File: src/cpl_pkg.sv
// Shared widths, payload types and status codes for the closest-point block.
// No dependencies; imported by cpl_front, cpl_fifo, cpl_back and closest_point_of_two_lines.
package cpl_pkg;

  localparam int CW     = 32;           // coordinate width
  localparam int FB     = 16;           // fraction bits
  localparam int TW     = 32;           // threshold register width
  localparam int SW     = CW + 1;       // p0 - p1, p0 + p1
  localparam int DW     = 2 * SW + 1;   // dot products a..e
  localparam int PW     = 2 * DW;       // products of dots
  localparam int KW     = PW + 1;       // det, sn, tn and the selected K, S, T
  localparam int NW     = KW + SW + 2;  // numerator and divider datapath
  localparam int QDEPTH = 4;
  localparam int QAW    = $clog2(QDEPTH);

  typedef logic [2:0][CW-1:0] cvec_t;
  typedef logic [2:0][SW-1:0] evec_t;

  typedef struct packed {
    cvec_t v0;
    cvec_t v1;
    evec_t w;
    evec_t sum;
  } item_t;

  typedef enum logic [1:0] {
    ST_SKEW  = 2'd0,
    ST_PAR   = 2'd1,
    ST_DEGEN = 2'd2,
    ST_SAT   = 2'd3
  } status_t;

endpackage

File: src/cpl_fifo.sv
// Short queue between the input stage and the arithmetic pipeline.
// Depends on cpl_pkg.
module cpl_fifo (
  input  logic           clk,
  input  logic           rst_n,
  input  logic           wr_valid,
  output logic           wr_ready,
  input  cpl_pkg::item_t wr_item,
  output logic           rd_valid,
  input  logic           rd_ready,
  output cpl_pkg::item_t rd_item
);
  import cpl_pkg::*;

  item_t          mem_r [QDEPTH];
  logic [QAW-1:0] wr_ptr_r;
  logic [QAW-1:0] rd_ptr_r;
  logic [QAW:0]   cnt_r;
  logic           push;
  logic           pop;

  assign wr_ready = cnt_r != (QAW+1)'(QDEPTH);
  assign rd_valid = cnt_r != '0;
  assign rd_item  = mem_r[rd_ptr_r];
  assign push     = wr_valid && wr_ready;
  assign pop      = rd_valid && rd_ready;

  always_ff @(posedge clk) begin
    if (!rst_n) begin
      wr_ptr_r <= '0;
      rd_ptr_r <= '0;
      cnt_r    <= '0;
    end else begin
      if (push) wr_ptr_r <= wr_ptr_r + 1'b1;
      if (pop)  rd_ptr_r <= rd_ptr_r + 1'b1;
      if (push && !pop) cnt_r <= cnt_r + 1'b1;
      else if (pop && !push) cnt_r <= cnt_r - 1'b1;
    end
    if (push) mem_r[wr_ptr_r] <= wr_item;
  end

endmodule

File: config.mk
export PLATFORM = sky130hd
export DESIGN_NAME = cpl_fifo
export DESIGN_NICKNAME = d
export VERILOG_FILES = /design/src/cpl_pkg.sv /design/src/cpl_fifo.sv
export SDC_FILE = /design/constraint.sdc
export NUM_CORES = 1
export LEC_CHECK = 0
export BUFFER_PORTS_ARGS = -buffer_cell sky130_fd_sc_hd__buf_4
export CAP_MARGIN = 10
export CORE_UTILIZATION = 61
export CTS_CLUSTER_DIAMETER = 30
export CTS_CLUSTER_SIZE = 24
export DETAILED_ROUTE_END_ITERATION = 12
export GPL_TIMING_DRIVEN = 0
export PLACE_DENSITY_LB_ADDON = 0.12
export SLEW_MARGIN = 20
export SYNTH_ARGS = -nofsm -noshare
export SYNTH_HDL_FRONTEND = slang
export SYNTH_SLANG_ARGS = --single-unit
File: constraint.sdc
create_clock -name clk -period 18.87 [get_ports clk]
set_input_delay 0.9435 -clock clk [delete_from_list [all_inputs] [get_ports clk]]
set_output_delay 0.9435 -clock clk [all_outputs]
set_load 0.02 [all_outputs]
==> impl_results.md <==
- Status: complete, no violations
- Residual DRC: 0
- CTS clk-pin slew, worst paths: 0.05 ns
- Die Y: 306.7 um
- Crit. End Element: output pin
- Leakage: 25.36 nW
- Worst Path Max Fanout: 10
- Die footprint: 94040 um^2
- RSZ-0062 raised after global routing: false
- Met2 GRT Util: 0.4967
- Delay-heaviest family, CP: buffers and inverters
- Critical setup path kind: reg2out
- Clk pwr share: 0.396
- Largest net degree at the start of global routing: 47
- GP Congestion: 0.8124
- Hold path startpoint: wr_item[190]
- Worst Max-Slew Pin Slew: 1.073 ns
- Post-CTS Hold Buffers: 0
- Global-route wire length before repair: 197.8 mm
- Yosys cell types: 24
- Max-slew violation total from the final report: 0
- M1 GR Usage: 0.3340
- Fin crit share: 0.2376
- Post-cts sizing count: 0
- Share of layout cells above drive strength 1: 0.4984
- Antenna viol nets, final: 0
- Worst VDD drop: 0.0001171 V
- Slowest cell on crit path: clkbuf_1
- FF+latch count, synth: 1569
- Power Dens Cells: 162.2 nW/um^2
- Synth area leader: edfxtp_1
- Mapped Cells: 2085
- Final min period: 4.484 ns
- Die X: 306.7 um
- Setup crit start kind: flip-flop
- Placed cell area: 65060 um^2
- Met3 Usage GRT: 0.1112
- Cell Int Power: 8.681 mW
- TNS Setup: 0 ns
- Fin. Hold Viols: 0
- Crit path largest cell delay: 0.84 ns
- All-Layer GR Usage: 0.2977
- Drt first pass iters: 7
- Share of the synthesized area in the top cell type: 0.8274
- Leading post-synthesis cells by cell area: edfxtp_1, mux4_2, dfxtp_1
- Reg power frac: 0.360
- Setup violations, final: 0
- Rows: 111
- Antenna violations before repair: 46
- Syn avg cell area: 27.15 um^2
- Syn-to-layout area delta: 30.82%
- Syn Nets: 2485
- Worst min-delay path class: in2reg
- Reg2Reg Launch Point: cnt_r[0]$_SDFFE_PN0P_
- FF-to-FF path depth: 8
- Switching power: 3.332 mW
- Initial DRC count: 2287
- Setup bufs post-CTS: 0
- Worst setup skew after layout: 0.04278 ns
- Critical-path cell list: buf_2, clkbuf_1, buf_2, mux4_2, buf_4
- NumNets Final: 3589
- Mapped cell area: 56620 um^2
- Remaining Overflow, GRT: 0
- TritonCTS Buffers: 275
- Rel. slew slack: 0.2844
- Fin area: 74070 um^2
- Max H-tree Level: 5
- Hold depth: 1
- Arrival time at the worst endpoint: 3.54 ns
- TritonCTS clock tree: built
- YS warnings: 0
- Initial Utilization: 0.6167
- Wire per inst: 29.80 um
- CP Data Required Time: 17.93 ns
- Later-pin clock latency in the skew report: 0.86 ns
- I/O Pins: 786
- Logic pwr share: 0.244
- Achievable Freq: 223.0 MHz
- Root Buffer Master: clkbuf_16
- Dpl hpwl: 86.07 mm
- Vias in the first global route: 29930
- Average vias per placed instance: 5.964
- Clock sinks: 1569
- Max_cap viols: 0
- Net Sw Frac: 0.2774
- Clock Path Buffers: 4
- Vias: 27780
- WP depth: 5
- Core area: 91800 um^2
- Top Usage Layer GRT: met2
- Drt total wl: 138.8 mm
- Most frequent CP cell: buf_2
- CP bufs+invs: 4
- Port bufs: 784
- Post-synthesis sequential area ratio: 0.8306
## cells in the final DEF (no fill, tap or decap), types with 2 or more instances in the layout
cell and instances:
bufinv_16 32, buf_4 805, clkbuf_16 283, inv_8 2, buf_1 27, nand2_1 5, buf_6 11, clkbuf_1 33
xnor2_1 3, clkinv_1 32, and2_4 4, clkinvlp_4 33, mux4_2 390, dfxtp_1 9, buf_2 24, inv_1 3
edfxtp_1 1560, diode_2 36, buf_16 18, clkinv_2 33, ha_1 5, clkinv_4 10, and2_1 4, or3_1 2
mux2i_1 3, buf_12 25, inv_6 14
## registers in the layout, summed over array words and instances, names as in the netlist, named ones only
signal / cells
cnt_r: 3
mem_r: 1560
rd_ptr_r: 2
wr_ptr_r: 2
## routing by layer
metal / wire [um] / vias to the layer above
met5: 253 / -
met4: 7130 / 34
met3: 14400 / 371
met2: 72060 / 1463
met1: 44940 / 14460
li1: - / 11460
## power groups by stage
stage	Combinational (mW)	Clock [mW]	Sequential, mW
floorplan	1.68	0	4.50
global placement	2.82	0	4.63
detailed placement	2.91	0	4.38
CTS	2.96	4.81	4.33
global route	3.05	4.97	4.34
finish	2.93	4.76	4.32
## per-stage QoR
stage | hold WS (ns) | instances | setup slack [ns] | utilization | power [mW]
2_1_floorplan | 0.4677 | 2085 | 7.880 | - | 6.181
3_3_place_gp | 0.4901 | 4112 | 1.285 | 0.6978 | 7.445
3_5_place_dp | 0.5073 | 4155 | 14.99 | 0.7087 | 7.289
4_1_cts | 0.2373 | 4622 | 14.29 | 0.8058 | 12.10
5_1_grt | 0.2495 | 4646 | 14.24 | 0.8065 | 12.36
6_report | 0.2879 | 4658 | 14.39 | 0.8068 | 12.01
## cell families (layout without fill, tap and decap cells)
| kind of cell | Yosys count | count (layout) | share of synthesized area |
|---|---|---|---|
| other | 0 | 36 | 0 |
| DFF | 1569 | 1569 | 0.8306 |
| adders and majority gates | 6 | 6 | 0.001459 |
| muxes | 393 | 393 | 0.1557 |
| and+or+nand+nor | 17 | 17 | 0.001613 |
| AOI/OAI and AO/OA | 5 | 5 | 0.0006410 |
| buffers and inverters | 91 | 1385 | 0.009415 |
| xor gates and xnor gates | 4 | 4 | 0.0006189 |
## cells in the mapped netlist, drive strengths merged
cell type	n
a21boi	2
and2	8
buf	83
clkbuf	5
dfxtp	9
edfxtp	1560
fa	1
ha	5
inv	3
mux2i	3
mux4	390
nand2	5
nor2	1
nor2b	1
o21ai	1
o311ai	1
o31ai	1
or3	2
xnor2	3
xor2	1
## worst register-to-register path, delay by kind of cell, from the launching register on
kind / cells / cell delay (ns)
compound gates: 1 / 0.55
buf+inv: 5 / 1.35
flops: 1 / 0.48
simple gates: 2 / 0.68
## area by class of cell
| class | count | area, um^2 |
|---|---|---|
| Tap cell | 1243 | 1555 |
| Timing Repair Buffer | 827 | 6882 |
| Clock inverter | 156 | 1727 |
| Inverter | 3 | 11.26 |
| Multi-Input combinational cell | 425 | 9069 |
| Antenna cell | 36 | 90.09 |
| Buffer | 88 | 521.8 |
| Clock buffer | 311 | 7187 |
| Fill cell | 4104 | 17730 |
| Sequential cell | 1569 | 47030 |
## path summary, 6_finish.rpt
check / end / slack (ns)
hold reg to reg: wr_ptr_r[0]$_SDFFE_PN0P_ / 0.52
hold / removal: mem_r[0][190]$_DFFE_PP_ / 0.29
setup / recovery: rd_item[311] / 14.39
setup reg to reg: mem_r[3][21]$_DFFE_PP_ / 15.50
(Power assumes the default switching activity.)
