===== src/cpl_pkg.sv =====
// Shared widths, payload types and status codes for the closest-point block.
// No dependencies; imported by cpl_front, cpl_fifo, cpl_back and closest_point_of_two_lines.
package cpl_pkg;

  localparam int CW     = 32;           // coordinate width
  localparam int FB     = 16;           // fraction bits
  localparam int TW     = 32;           // threshold register width
  localparam int SW     = CW + 1;       // p0 - p1, p0 + p1
  localparam int DW     = 2 * SW + 1;   // dot products a..e
  localparam int PW     = 2 * DW;       // products of dots
  localparam int KW     = PW + 1;       // det, sn, tn and the selected K, S, T
  localparam int NW     = KW + SW + 2;  // numerator and divider datapath
  localparam int QDEPTH = 4;
  localparam int QAW    = $clog2(QDEPTH);

  typedef logic [2:0][CW-1:0] cvec_t;
  typedef logic [2:0][SW-1:0] evec_t;

  typedef struct packed {
    cvec_t v0;
    cvec_t v1;
    evec_t w;
    evec_t sum;
  } item_t;

  typedef enum logic [1:0] {
    ST_SKEW  = 2'd0,
    ST_PAR   = 2'd1,
    ST_DEGEN = 2'd2,
    ST_SAT   = 2'd3
  } status_t;

endpackage


===== src/cpl_front.sv =====
// Input stage: registers each line pair and forms p0 - p1 and p0 + p1.
// Depends on cpl_pkg.
module cpl_front (
  input  logic                     clk,
  input  logic                     rst_n,
  input  logic                     in_valid,
  output logic                     in_ready,
  input  logic [12*cpl_pkg::CW-1:0] in_data,
  output logic                     item_valid,
  input  logic                     item_ready,
  output cpl_pkg::item_t           item
);
  import cpl_pkg::*;

  logic  fv_r;
  item_t item_r;
  item_t item_nxt;
  cvec_t p0;
  cvec_t p1;

  assign p0 = in_data[0*CW +: 3*CW];
  assign p1 = in_data[6*CW +: 3*CW];

  always_comb begin
    item_nxt.v0 = in_data[3*CW +: 3*CW];
    item_nxt.v1 = in_data[9*CW +: 3*CW];
    for (int i = 0; i < 3; i++) begin
      item_nxt.w[i]   = SW'($signed(p0[i])) - SW'($signed(p1[i]));
      item_nxt.sum[i] = SW'($signed(p0[i])) + SW'($signed(p1[i]));
    end
  end

  assign in_ready   = !fv_r || item_ready;
  assign item_valid = fv_r;
  assign item       = item_r;

  always_ff @(posedge clk) begin
    if (!rst_n) begin
      fv_r <= 1'b0;
    end else if (in_ready) begin
      fv_r <= in_valid;
    end
    if (in_valid && in_ready) begin
      item_r <= item_nxt;
    end
  end

endmodule


===== config.mk =====
export PLATFORM = sky130hd
export DESIGN_NAME = cpl_front
export DESIGN_NICKNAME = d
export VERILOG_FILES = /design/src/cpl_pkg.sv /design/src/cpl_front.sv
export SDC_FILE = /design/constraint.sdc
export NUM_CORES = 1
export LEC_CHECK = 0
export BUFFER_PORTS_ARGS = -buffer_cell sky130_fd_sc_hd__buf_2
export CAP_MARGIN = 40
export CORE_AREA = 2 2 304 306
export DETAILED_ROUTE_END_ITERATION = 16
export DIE_AREA = 0 0 306 308
export HOLD_SLACK_MARGIN = 0.15
export SLEW_MARGIN = 15
export SYNTH_ARGS = -nofsm -noshare
export SYNTH_HDL_FRONTEND = slang
export SYNTH_SLANG_ARGS = --single-unit

===== constraint.sdc =====
create_clock -name clk -period 14.25 [get_ports clk]
set_clock_uncertainty 0.05 [all_clocks]
set_input_delay 1.425 -clock clk [delete_from_list [all_inputs] [get_ports clk]]
set_output_delay 1.425 -clock clk [all_outputs]
set_load 0.05 [all_outputs]

==> out/results.ini, run 1 <==
[status]
status = finished, final reports clean

[routing]
dr.pass1.iters = 5
post-route-drc-count = 0
wl_um = 76400
viasPerCell = 4.43
first_iter_violations = 1158
vias = 17000
ant_nets = 0
wire_per_inst_um = 19.8

[worst_hold_path]
hp-class = reg -> reg

[pwr]
power_switching_mw = 1.33
p_leak_nw = 12.2
comb_power_share = 0.283
internal-power_mw = 2.47
p_clk_frac = 0.339
sequentialPowerShare = 0.379
ir_drop_mv = 0.0728
power_density_nw_per_um2 = 135
switching_share = 0.351

[sta]
min_period_over_period = 0.332
slew_headroom = 0.384
setup_violations = 0
tightest_slew_ps = 924
rsz0062_at_grt = no
finalSetupTns_ps = 0
period_minus_slack_ps = 4740
slew_violations = 0
fmax_mhz = 211
hold_viol = 0

[setup_path]
r2r_setup_slack_ps = 11780
cp_slowest_cell = a311oi_1
cp_max_fo = 4
crit_top_cell = o21ai_0
crit_type = in -> reg
rr_worst_depth = 5
worstPathArrival_ps = 5020
r2r-start = item_valid
cp.required_ps = 14530
critPathMaxStageDelay_ps = 660
startpoint_type = primary input
crit_path_cell_trace = buf_2, inv_1, ha_1, fa_1, nor2b_1, o21ai_0, a21oi_1, o21ai_0, a311oi_1, a21oi_1, o21ai_0, o21ai_0, nor2b_1, xnor2_1
endpoint_kind = flop
r2r-end = item[188]
crit_start = in_data[32]
cp-endpoint = item[158]

[grt]
antenna_found_initial = 42
grtUsageMet2 = 0.267
track_usage = 0.153
global_route.usage.met3 = 0.0458
grt_pass1_wl_um = 108000
overflow = 0
grt_use_met1 = 0.171
busiest_layer = met2
grt_max_degree = 162
grt_pass1_vias = 16700

[die]
start_util = 0.235
die_height_um = 308
rows = 111
die_w_um = 306
core_um2 = 91000
die-area_um2 = 94200
io_pins = 780

[placed_design]
dpl-instance-area_um2 = 26600
port_buffers = 779
dp_hpwl_um = 61600
place_congestion = 0.894

[logic_synthesis]
netlist_top_cells_count = edfxtp_1 (387), ha_1 (192), inv_1 (187), a21oi_1 (172), nor2_1 (144)
ys_ff_latch = 388
synthCells = 1853
synth.area.top_cells = edfxtp_1 (54%), ha_1 (11%), xnor2_1 (5.8%)
synth_warnings = 0
syn_area_um2 = 21400
synth_top_cell_by_area = edfxtp_1
synth_edf_count = 387
yosysMostFrequentCell = edfxtp_1
seq_area_frac_synth = 0.544
synth_cell_types = 71
netlist.area_leader.share = 0.543
syn-num-nets = 2439
ys.flop_type = edfxtp_1
avgSynthCellArea_um2 = 11.5
synthArstFlopShare = 0

[clock_tree]
cts_tree = done
cts_resized = 0
clockBufferDepth = 3
cts_hold_buffers = 0
cts_setup_buffers = 0
numCtsBuffers = 49
clockRootBuffer = clkbuf_16
path_clk_slew_ps = 60
htree_levels = 2
insertion_delay_ps = 590
cts.sinks = 388

[finish]
postLayoutCellArea_um2 = 28200
syn2layout_area_growth_pct = 32.1
final_nets = 3202
drive_above_1_share = 0.330

[flow_run]
cap_violations = 0

[state kept, by name (all words and copies together), names as in the netlist]
register	flops
item_valid	1
item	387
[power groups by stage]
stage / clock [mW] / sequential (mW) / combinational [mW]
2_1_floorplan: 0 / 1.86 / 0.379
3_3_place_gp: 0 / 1.46 / 1.07
3_5_place_dp: 0 / 1.46 / 1.08
4_1_cts: 1.34 / 1.44 / 1.08
5_1_grt: 1.37 / 1.45 / 1.14
6_report: 1.29 / 1.44 / 1.07
[placed cells by master, fill, tap and decap left out, types with 29 or more instances in the layout]
cell type / n
nand2_1: 66
ha_1: 192
nor3_1: 37
a21oi_1: 172
edfxtp_1: 387
o21ai_0: 57
xnor2_1: 141
inv_1: 187
nor2_1: 144
o21bai_1: 51
clkbuf_16: 51
a21o_1: 29
buf_2: 780
[through the flow]
step	hold WS [ps]	setup slack, ps	std cells	power, mW	utilization
finish	494	9510	3850	3.80	0.311
global route	555	9310	3848	3.96	0.310
CTS	496	9480	3839	3.86	0.310
detailed placement	487	8910	3750	2.54	0.292
global placement	475	8950	3747	2.53	0.291
floorplan	1100	2720	1853	2.24	-
[critical path: cells and delay by family]
kind | cells | cell delay [ps]
buffers and inverters | 2 | 130
AOI/OAI and AO/OA | 7 | 2360
and+or+nand+nor | 2 | 320
adders and majority gates | 2 | 640
xor gates and xnor gates | 1 | 140
[per-layer routing]
| metal | share of wire | vias to the layer above |
|---|---|---|
| met3 | 0.071 | 180 |
| met5 | 0.0036 | - |
| met1 | 0.39 | 7997 |
| met4 | 0.047 | 42 |
| li1 | - | 8194 |
| met2 | 0.49 | 629 |
[how the worst min path moves through the flow]
| stage | startpoint | end | slack [ps] | depth (start not counted) |
|---|---|---|---|---|
| floorplan | item_valid | item_valid | 1100 | 2 |
| global placement | item_valid | item_valid | 480 | 2 |
| detailed placement | item_valid | item_valid | 490 | 2 |
| CTS | item_valid | item_valid | 500 | 2 |
| global route | item_valid | item_valid | 550 | 2 |
| finish | item_valid | item_valid | 490 | 2 |
[kinds of logic after synthesis]
family,count (synthesis),synth area share
mux,2,0.000936
compound gates,452,0.136
xor+xnor,169,0.0692
simple gates,376,0.0834
fa+ha+maj,198,0.118
flops,388,0.544
buf+inv,268,0.0486
[layout make-up]
class,count,area [um2]
Sequential cell,388,11600
Timing Repair Buffer,788,4030
Clock buffer,58,1310
Clock inverter,31,327
Inverter,192,721
Tap cell,1186,1480
Antenna cell,10,25.0
Multi-Input combinational cell,1197,8710
Fill cell,9302,62700
Note: power is estimated with default switching activity, not from simulation.
==> run 2: changes to the inputs <==
- CORE_AREA: 2 2 304 306 -> 2 2 302 304
- DIE_AREA: 0 0 306 308 -> 0 0 304 306
- clock period: 14.25 -> 3.9 ns (I/O delays scaled with it)
==> run 2 against run 1 <==
Sequential power rose to 3.7 times the previous value. Cell area rose by 8.2%. Die area fell by 1.3%. Clock power rose to 3.5 times the previous value. Register-to-register slack got worse by 9800 ps. Total power rose to 3.7 times the previous value. Clock-buffer cell count fell by 6. Via count rose by 5.1%. Largest cell class unchanged. Largest power group unchanged.
==> out/results.ini, run 2 (synthesis gave the netlist of run 1 again) <==
[status]
status = finished, final reports clean

[finish]
fillers = 9040
largest_reg_flops = 387
final_cell_mix = buf_2 (779), edfxtp_1 (387), dlygate4sd3_1 (203), ha_1 (192), inv_1 (187)
final_common_cell = buf_2
final_nets = 3452
syn2layout_area_growth_pct = 42.9
drive_above_1_share = 0.319

[die]
die_w_um = 304
die-area_um2 = 93000
rows = 110
core_um2 = 89600
io_pins = 780
die_height_um = 306
start_util = 0.239

[placed_design]
port_buffers = 779
dp_hpwl_um = 62100
place_congestion = 0.923

[sta]
min_period_over_period = 0.938
period_minus_slack_ps = 3660
finalSetupTns_ps = 0
tightest_slew_ps = 819
setup_violations = 0
slew_violations = 0
hold_viol = 0
rsz0062_at_grt = no
holdWs_ps = 217
fmax_mhz = 273
slew_headroom = 0.449

[clock_tree]
path_clk_slew_ps = 60
clockRootBuffer = clkbuf_16
cts_resized = 0
htree_levels = 2
insertion_delay_ps = 590
cts.sinks = 388
cts_tree = done
clockBufferDepth = 3
numCtsBuffers = 48
cts_setup_buffers = 0
cts_hold_buffers = 203

[flow_run]
cap_violations = 0

[routing]
wire_per_inst_um = 19.3
vias = 17900
first_iter_violations = 936
viasPerCell = 4.39
ant_nets = 0
post-route-drc-count = 0
wl_um = 78800
dr.pass1.iters = 5

[setup_path]
r2r-start = item_valid
r2r_setup_slack_ps = 1940
crit_start = in_data[192]
crit_type = in -> reg
endpoint_kind = flop
cp.required_ps = 4190
r2r-end = item[237]
startpoint_type = primary input
rr_worst_depth = 4
worstPathArrival_ps = 3940
cp-endpoint = item[30]
cp_max_fo = 3

[grt]
overflow = 0
antenna_found_initial = 25
grt_max_degree = 100
track_usage = 0.162
grt_pass1_wl_um = 114000
grt_pass1_vias = 18200

[pwr]
ir_drop_mv = 0.298
p_leak_nw = 13.3
power_density_nw_per_um2 = 458

[worst_hold_path]
hp-class = in -> reg

-- run 2: critical path, cell delays in order --
cell and delay (ps):
dlygate4sd3_1 540, buf_2 130, ha_1 210, fa_1 420
nand2b_1 100, a21oi_1 60, buf_4 160, o21bai_1 180
a2bb2oi_1 130, a311o_1 390, a211oi_1 410, o21ai_1 220
a21oi_1 300, o31ai_1 150, xnor2_1 140
-- run 2: routing by layer --
layer | track usage | wire length, um
met1 | 0.174 | 30000
met2 | 0.296 | 40300
met3 | 0.0558 | 6210
met4 | 0.0501 | 2160
met5 | 0 | 231
-- run 2: final cells by class --
| cell class | instances | area [um2] | share of cell area |
|---|---|---|---|
| Timing Repair Buffer | 1039 | 6410 | 0.210 |
| Multi-Input combinational cell | 1197 | 8720 | 0.285 |
| Inverter | 192 | 721 | 0.0236 |
| Antenna cell | 6 | 15.0 | 0.000491 |
| Tap cell | 1176 | 1470 | 0.0482 |
| Sequential cell | 388 | 11600 | 0.381 |
| Clock inverter | 35 | 362 | 0.0118 |
| Clock buffer | 52 | 1220 | 0.0398 |
-- run 2: where the power goes --
group          internal, mW  switching, mW
registers              5.14          0.117
logic                  1.27           2.92
clock network          2.66           1.89
-- run 2: stage by stage --
stage	power, mW	worst slack [ps]	instances	util	instance area (um2)
after CTS	14.2	292	4079	0.341	30500
final	14.0	243	4085	0.341	30600
after global routing	14.6	32.5	4085	0.341	30600
after floorplan	8.10	54.7	1853	-	21400
after detailed placement	9.37	160	3789	0.301	26900
after global placement	9.35	179	3789	0.301	26900
-- run 2: worst min-delay path by stage --
stage,start,end,slack [ps],cells after the start
3_3_place_gp,item_valid,item_valid,440,2
2_1_floorplan,in_data[288],item[198],440,0
6_report,in_data[32],item[132],220,4
4_1_cts,in_data[32],item[132],160,4
3_5_place_dp,item_valid,item_valid,450,2
5_1_grt,in_data[32],item[132],200,4
==> run 3: changes to the inputs <==
==> constraint.sdc (replaced) <==
create_clock -name clk -period 3.9 [get_ports clk]
set_clock_uncertainty 0.05 [all_clocks]
set_input_delay 0.585 -clock clk [delete_from_list [all_inputs] [get_ports clk]]
set_output_delay 0.585 -clock clk [all_outputs]
set_load 0.05 [all_outputs]
==> run 3 against run 2 <==
Routed wire length rose by 0.32%. Critical path depth did not move. Critical path type unchanged. Largest power group unchanged. Cell area increased by 0.37%. Total power down 0.89%.
==> out/results.ini, run 3 (synthesis gave the netlist of run 1 again) <==
[status]
status = finished, final reports clean

[routing]
vias = 18000
post-route-drc-count = 0
viasPerCell = 4.38
first_iter_violations = 1031
wire_per_inst_um = 19.2
ant_nets = 0
dr.pass1.iters = 5
wl_um = 79100

[grt]
overflow = 0
track_usage = 0.164
grt_pass1_wl_um = 115000
antenna_found_initial = 25
grt_pass1_vias = 18300
grt_max_degree = 90

[die]
die_height_um = 306
die-area_um2 = 93000
start_util = 0.239
io_pins = 780
core_um2 = 89600
die_w_um = 304
rows = 110

[clock_tree]
path_clk_slew_ps = 50
cts_setup_buffers = 0
insertion_delay_ps = 610
cts_tree = done
numCtsBuffers = 49
htree_levels = 2
clockBufferDepth = 3
cts.sinks = 388
clockRootBuffer = clkbuf_16

[sta]
hold_viol = 0
setup_violations = 0
finalSetupTns_ps = 0
period_minus_slack_ps = 3430
slew_violations = 0
rsz0062_at_grt = no
fmax_mhz = 291
min_period_over_period = 0.880
tightest_slew_ps = 661
slew_headroom = 0.556

[setup_path]
r2r-end = item[202]
startpoint_type = primary input
cp.required_ps = 4190
r2r-start = item_valid
worstPathArrival_ps = 3720
crit_type = in -> reg
rr_worst_depth = 4
r2r_setup_slack_ps = 2030
endpoint_kind = flop
cp_max_fo = 3

[worst_hold_path]
hp-class = in -> reg
whs_path_depth = 1
min_from = in_data[180]
worstHoldEndpoint = item[378]

[finish]
final_cell_mix = buf_2 (779), edfxtp_1 (387), dlygate4sd3_1 (193), ha_1 (192), inv_1 (187)
drive_above_1_share = 0.325
syn2layout_area_growth_pct = 43.4
final_common_cell = buf_2
fillers = 9052
final_nets = 3473
final_cells = 4112
largest_reg_flops = 387

[pwr]
power_density_nw_per_um2 = 452
ir_drop_mv = 0.327
p_leak_nw = 13.4

[placed_design]
place_congestion = 0.909
dp_hpwl_um = 63200
dp.cells = 3819
port_buffers = 779

[flow_run]
cap_violations = 0

## run 3: cell types whose count changed in the layout (fill, tap and decap cells not counted), moves of 2 or more
cell,before,now
dlygate4sd3_1,203,193
bufinv_16,6,3
buf_4,53,82
diode_2,6,11
clkinv_1,11,13
clkinv_2,9,6
clkbuf_1,4,7
## run 3: repair_timing
item / CTS / global route
setup endpoints to repair: 0 / 0
hold buffers: 193 / 0
gates resized for setup: 0 / 0
hold endpoints to repair: 192 / 0
## run 3: how the worst max path moves through the flow
stage | startpoint | endpoint | slack (ps) | depth (start not counted)
finish | in_data[0] | item[30] | 470 | 15
global route | in_data[32] | item[158] | 350 | 16
CTS | in_data[0] | item[30] | 540 | 15
detailed placement | in_data[0] | item[30] | -90 | 15
global placement | in_data[0] | item[30] | -120 | 15
floorplan | item_ready | item[100] | -130 | 2
## run 3: layer usage
layer	wire length (um)	vias up	track usage
met1	30400	8583	0.180
met4	1980	26	0.0513
met3	5490	121	0.0491
met2	41000	561	0.300
met5	159	-	0
li1	-	8730	-
## run 3: final cells by class
class                   instances  area, um2  share of cell area
multi-input cells            1197       8720               0.284
inverters                     192        721              0.0235
clock inverters                33        289             0.00942
well taps                    1176       1470              0.0480
flip-flops and latches        388      11600               0.380
diodes                         11       27.5            0.000898
repair buffers               1059       6550               0.213
clock buffers                  56       1250              0.0408
## run 3: through the flow
step | utilization | hold WS (ps) | setup slack [ps] | area (um2) | total power [mW]
floorplan | - | 634 | -132 | 21400 | 8.10
global placement | 0.303 | 473 | -122 | 27200 | 9.40
detailed placement | 0.303 | 480 | -90.6 | 27200 | 9.41
CTS | 0.342 | 161 | 540 | 30600 | 14.1
global route | 0.342 | 160 | 347 | 30700 | 14.5
finish | 0.342 | 205 | 467 | 30700 | 13.9
## run 3: worst max-delay path, stage by stage
cell       delay (ps)
buf_2             120
ha_1              220
fa_1              420
nand2b_1          100
a21oi_1           140
o21bai_1          270
a2bb2oi_1         150
a311o_1           400
a211oi_1          410
o21ai_1           130
buf_4             160
a21oi_1           240
o31ai_1           110
buf_4             150
xnor2_1           110
## run 3: power by group
| group | total (mW) | internal (mW) | switching, mW |
|---|---|---|---|
| logic | 4.22 | 1.31 | 2.91 |
| registers | 5.26 | 5.14 | 0.118 |
| clock network | 4.40 | 2.52 | 1.88 |
| total | 13.9 | 8.97 | 4.91 |
